File: src/rtl/core/mm_ram.sv
// ----------------------------------------------------------------------------
// mm_ram
// simple dual-port ram, one write and one registered read per cycle
// ----------------------------------------------------------------------------
module mm_ram #(
  parameter int WIDTH = 16,
  parameter int DEPTH = 256
) (
  input  logic                     clk,
  input  logic                     we,
  input  logic [$clog2(DEPTH)-1:0] waddr,
  input  logic [WIDTH-1:0]         wdata,
  input  logic [$clog2(DEPTH)-1:0] raddr,
  output logic [WIDTH-1:0]         rdata
);

  logic [WIDTH-1:0] mem [DEPTH];

  always_ff @(posedge clk) begin
    if (we) begin
      mem[waddr] <= wdata;
    end
    rdata <= mem[raddr];
  end

endmodule
File: config.mk
export PLATFORM = sky130hd
export DESIGN_NAME = mm_ram
export DESIGN_NICKNAME = d
export VERILOG_FILES = /design/src/rtl/core/mm_ram.sv
export SDC_FILE = /design/constraint.sdc
export NUM_CORES = 2
export LEC_CHECK = 0
export ABC_CLOCK_PERIOD_IN_PS = 6400
export BUFFER_PORTS_ARGS = -buffer_cell sky130_fd_sc_hd__buf_2
export CAP_MARGIN = 20
export CORE_MARGIN = 5
export CORE_UTILIZATION = 50
export DETAILED_ROUTE_END_ITERATION = 7
export PLACE_DENSITY = 0.72
export SYNTH_ARGS = -nofsm -noshare
export SYNTH_HDL_FRONTEND = slang
export SYNTH_SLANG_ARGS = --single-unit
File: constraint.sdc
create_clock -name clk -period 6.4 [get_ports clk]
set_input_delay 0.64 -clock clk [delete_from_list [all_inputs] [get_ports clk]]
set_output_delay 0.64 -clock clk [all_outputs]
set_load 0.005 [all_outputs]
==> metrics.cfg <==
[cts]
cts_tree=built
cts_max_level=5
clock_latency_ps=930
cts_inserted_buffers=396
postCtsHoldBufs=0
clk_pin_slew_ps=60
root_buffer=clkbuf_16
cts_resized=0
cts_setup_buffers=0
clockBufferDepth=4
cts_num_sinks=4112

[flow_run]
drv_cap=0

[logic_synthesis]
yosysTopAreaCellShare=0.775
synth.distinct_cells=52
yosys-top-cells-count=edfxtp_1 (4096), mux4_2 (797), mux2i_1 (565)
ys_async_sr_fraction=0
synthCells=7360
syn_nets=7394
syn_area_per_cell_sq_um=21.6
synth_area_leaders=edfxtp_1 (77%), mux4_2 (11%), mux2i_1 (3.6%)
synth_top_cell_by_area=edfxtp_1
seq_area_frac_synth=0.777
syn_area_sq_um=159000
synthFlopType=edfxtp_1
synth_edf_count=4096
synth-seq-cells=4112
synth.most_common_cell=edfxtp_1
yosysWarnings=0

[placed_design]
io_buffers=49
detailed_place.area_sq_um=165000
gp_congestion=0.913
post-place-ws_ps=1760
dp_hpwl_mm=234

[worst_setup_path]
crit_family=simple AND/OR/NAND/NOR gates
crit_slowest_cell=nor4_1
slowest_delay_ps=1030
crit_fanout=59
crit_chain=clkbuf_8, nand2b_4, buf_4, o221ai_1, o22ai_1, nor3_1, nor4_1, nor4_2
cp-endpoint=rdata[4]$_DFF_P_
critical_path_depth=8
crit_buf_inv=2
worst_setup_path_start_kind=primary input
reg2reg_from=mem[128][14]$_DFFE_PP_
arrival_ps=4650
path_class=in2reg
rr_endpoint=rdata[14]$_DFF_P_
r2r_cells=7
crit_path_start=raddr[2]
worstPathRequired_ps=7150
r2r_slack_ps=3130
endpoint_kind=flip-flop

[floorplan]
io_pins=50
core-area_sq_um=315000
fp.dieH_um=573
num_rows=206
initial_utilization=0.503
die_w_um=573
dieArea_sq_um=329000

[sta]
period_minus_slack_ps=3900
fin_ws_ps=2500
tightest_slew_ps=1220
fin_tns_setup_ps=0
fin_crit_sh=0.610
grt_setup_unrepaired=no
setup_viol=0
clock_skew_ps=73.4
relSlewSlack=0.178
fmax_mhz=256
maxSlewViolCount=0
final-hold-violation-count=0

[layout]
final_layout_size_suffix_gt1_frac=0.240
syn2layout_area_growth_pct=12.4
n_fill_cell=22500
nets=7792
fin_area_sq_um=178000

[run_status]
status=finished clean

[worst_hold_path]
hp-class=in2reg
worstHoldStart=wdata[1]
min_path_cells=1

[drt]
drc=0
viasPerCell=6.49
drtAntennaViolNets=0
first_iter_violations=11100
vias=79600
wire_per_inst_um=33.3
drt_first_pass_iters=5
routed_wl_mm=408

[global_routing]
grt.overflow.total=0
grt_pass1_vias=78700
grt_start_max_net_pins=185
grt_pass1_wl_mm=583
antenna_found_initial=23
grt_util_all_layers=0.244

[pwr]
p_per_area_nw_per_um2=312
max-vdd-ir-drop_mv=0.241
p_leak_nw=56.5

[worst min path at each step]
stage	end	slack, ps
5_1_grt	mem[230][3]$_DFFE_PP_	200
3_3_place_gp	rdata[4]$_DFF_P_	1080
4_1_cts	mem[121][5]$_DFFE_PP_	160
3_5_place_dp	rdata[6]$_DFF_P_	1080
6_report	mem[230][1]$_DFFE_PP_	200
2_1_floorplan	mem[0][0]$_DFFE_PP_	740
[per-layer routing]
metal	GRT usage	wire, um
met1	0.333	148000
met2	0.383	194000
met3	0.0550	44200
met4	0.107	21300
met5	0	39
[worst register-to-register path: cells and delay by family (launching register included)]
family,cells,cell delay (ps)
buffers and inverters,1,240
AOI/OAI and AO/OA,3,1710
muxes,2,740
and+or+nand+nor,1,50
DFF,1,380
[cell families (layout without fill, tap and decap cells)]
group                  Yosys count  in the layout  synth area share
DFF                           4112           4112             0.777
other                            0             15                 0
AOI/OAI and AO/OA              786            786            0.0354
buffers and inverters          456           1178            0.0169
muxes                         1450           1450             0.155
and+or+nand+nor                556            556            0.0157
[registers in the layout, indices dropped and copies added, names as in the netlist]
register	cells
rdata	16
mem	4096
[layout make-up]
| type | count | area (sq um) | area share |
|---|---|---|---|
| multi-input combinational | 2792 | 32900 | 0.184 |
| antenna | 15 | 37.5 | 0.000210 |
| clock buffer | 483 | 10400 | 0.0583 |
| tap | 4160 | 5200 | 0.0292 |
| sequential | 4112 | 123000 | 0.691 |
| inverter | 4 | 27.5 | 0.000154 |
| clock inverter | 239 | 2490 | 0.0140 |
| timing repair buffer | 452 | 4030 | 0.0226 |
[layout by cell type (no fill, tap or decap), types with 15 or more instances in the layout]
master / count
o221ai_1: 252
clkbuf_1: 76
nand3_1: 26
o21ai_0: 37
o32ai_1: 20
mux4_2: 797
buf_4: 362
nand2_1: 38
mux2_2: 88
dfxtp_1: 16
nor2_1: 281
a211oi_1: 18
diode_2: 15
nor3_1: 90
buf_12: 32
a21oi_1: 175
a221oi_1: 28
o22ai_1: 148
clkinv_2: 74
nor2_2: 22
clkinv_1: 89
bufinv_16: 44
edfxtp_1: 4096
buf_2: 29
nand4_1: 26
buf_8: 19
clkbuf_16: 400
o31ai_1: 16
nor4_1: 17
a22o_1: 32
mux2i_1: 565
a22oi_1: 43
[report_power, final]
part           internal (mW)  leakage (nW)  total [mW]  switching (mW)
clock network           13.4          6.30        23.2            9.89
registers               29.7          36.9        29.8          0.0639
logic                  0.907          13.2        2.71            1.80
[stage by stage]
stage          utilization  power (mW)  hold WS (ps)  std cells
2_1_floorplan            -        31.7           739       7360
3_3_place_gp         0.524        32.9          1080      11500
3_5_place_dp         0.524        33.0          1080      11500
4_1_cts              0.565        55.9           160      12200
5_1_grt              0.565        57.3           196      12200
6_report             0.565        55.7           200      12300
(Power assumes the default switching activity.)
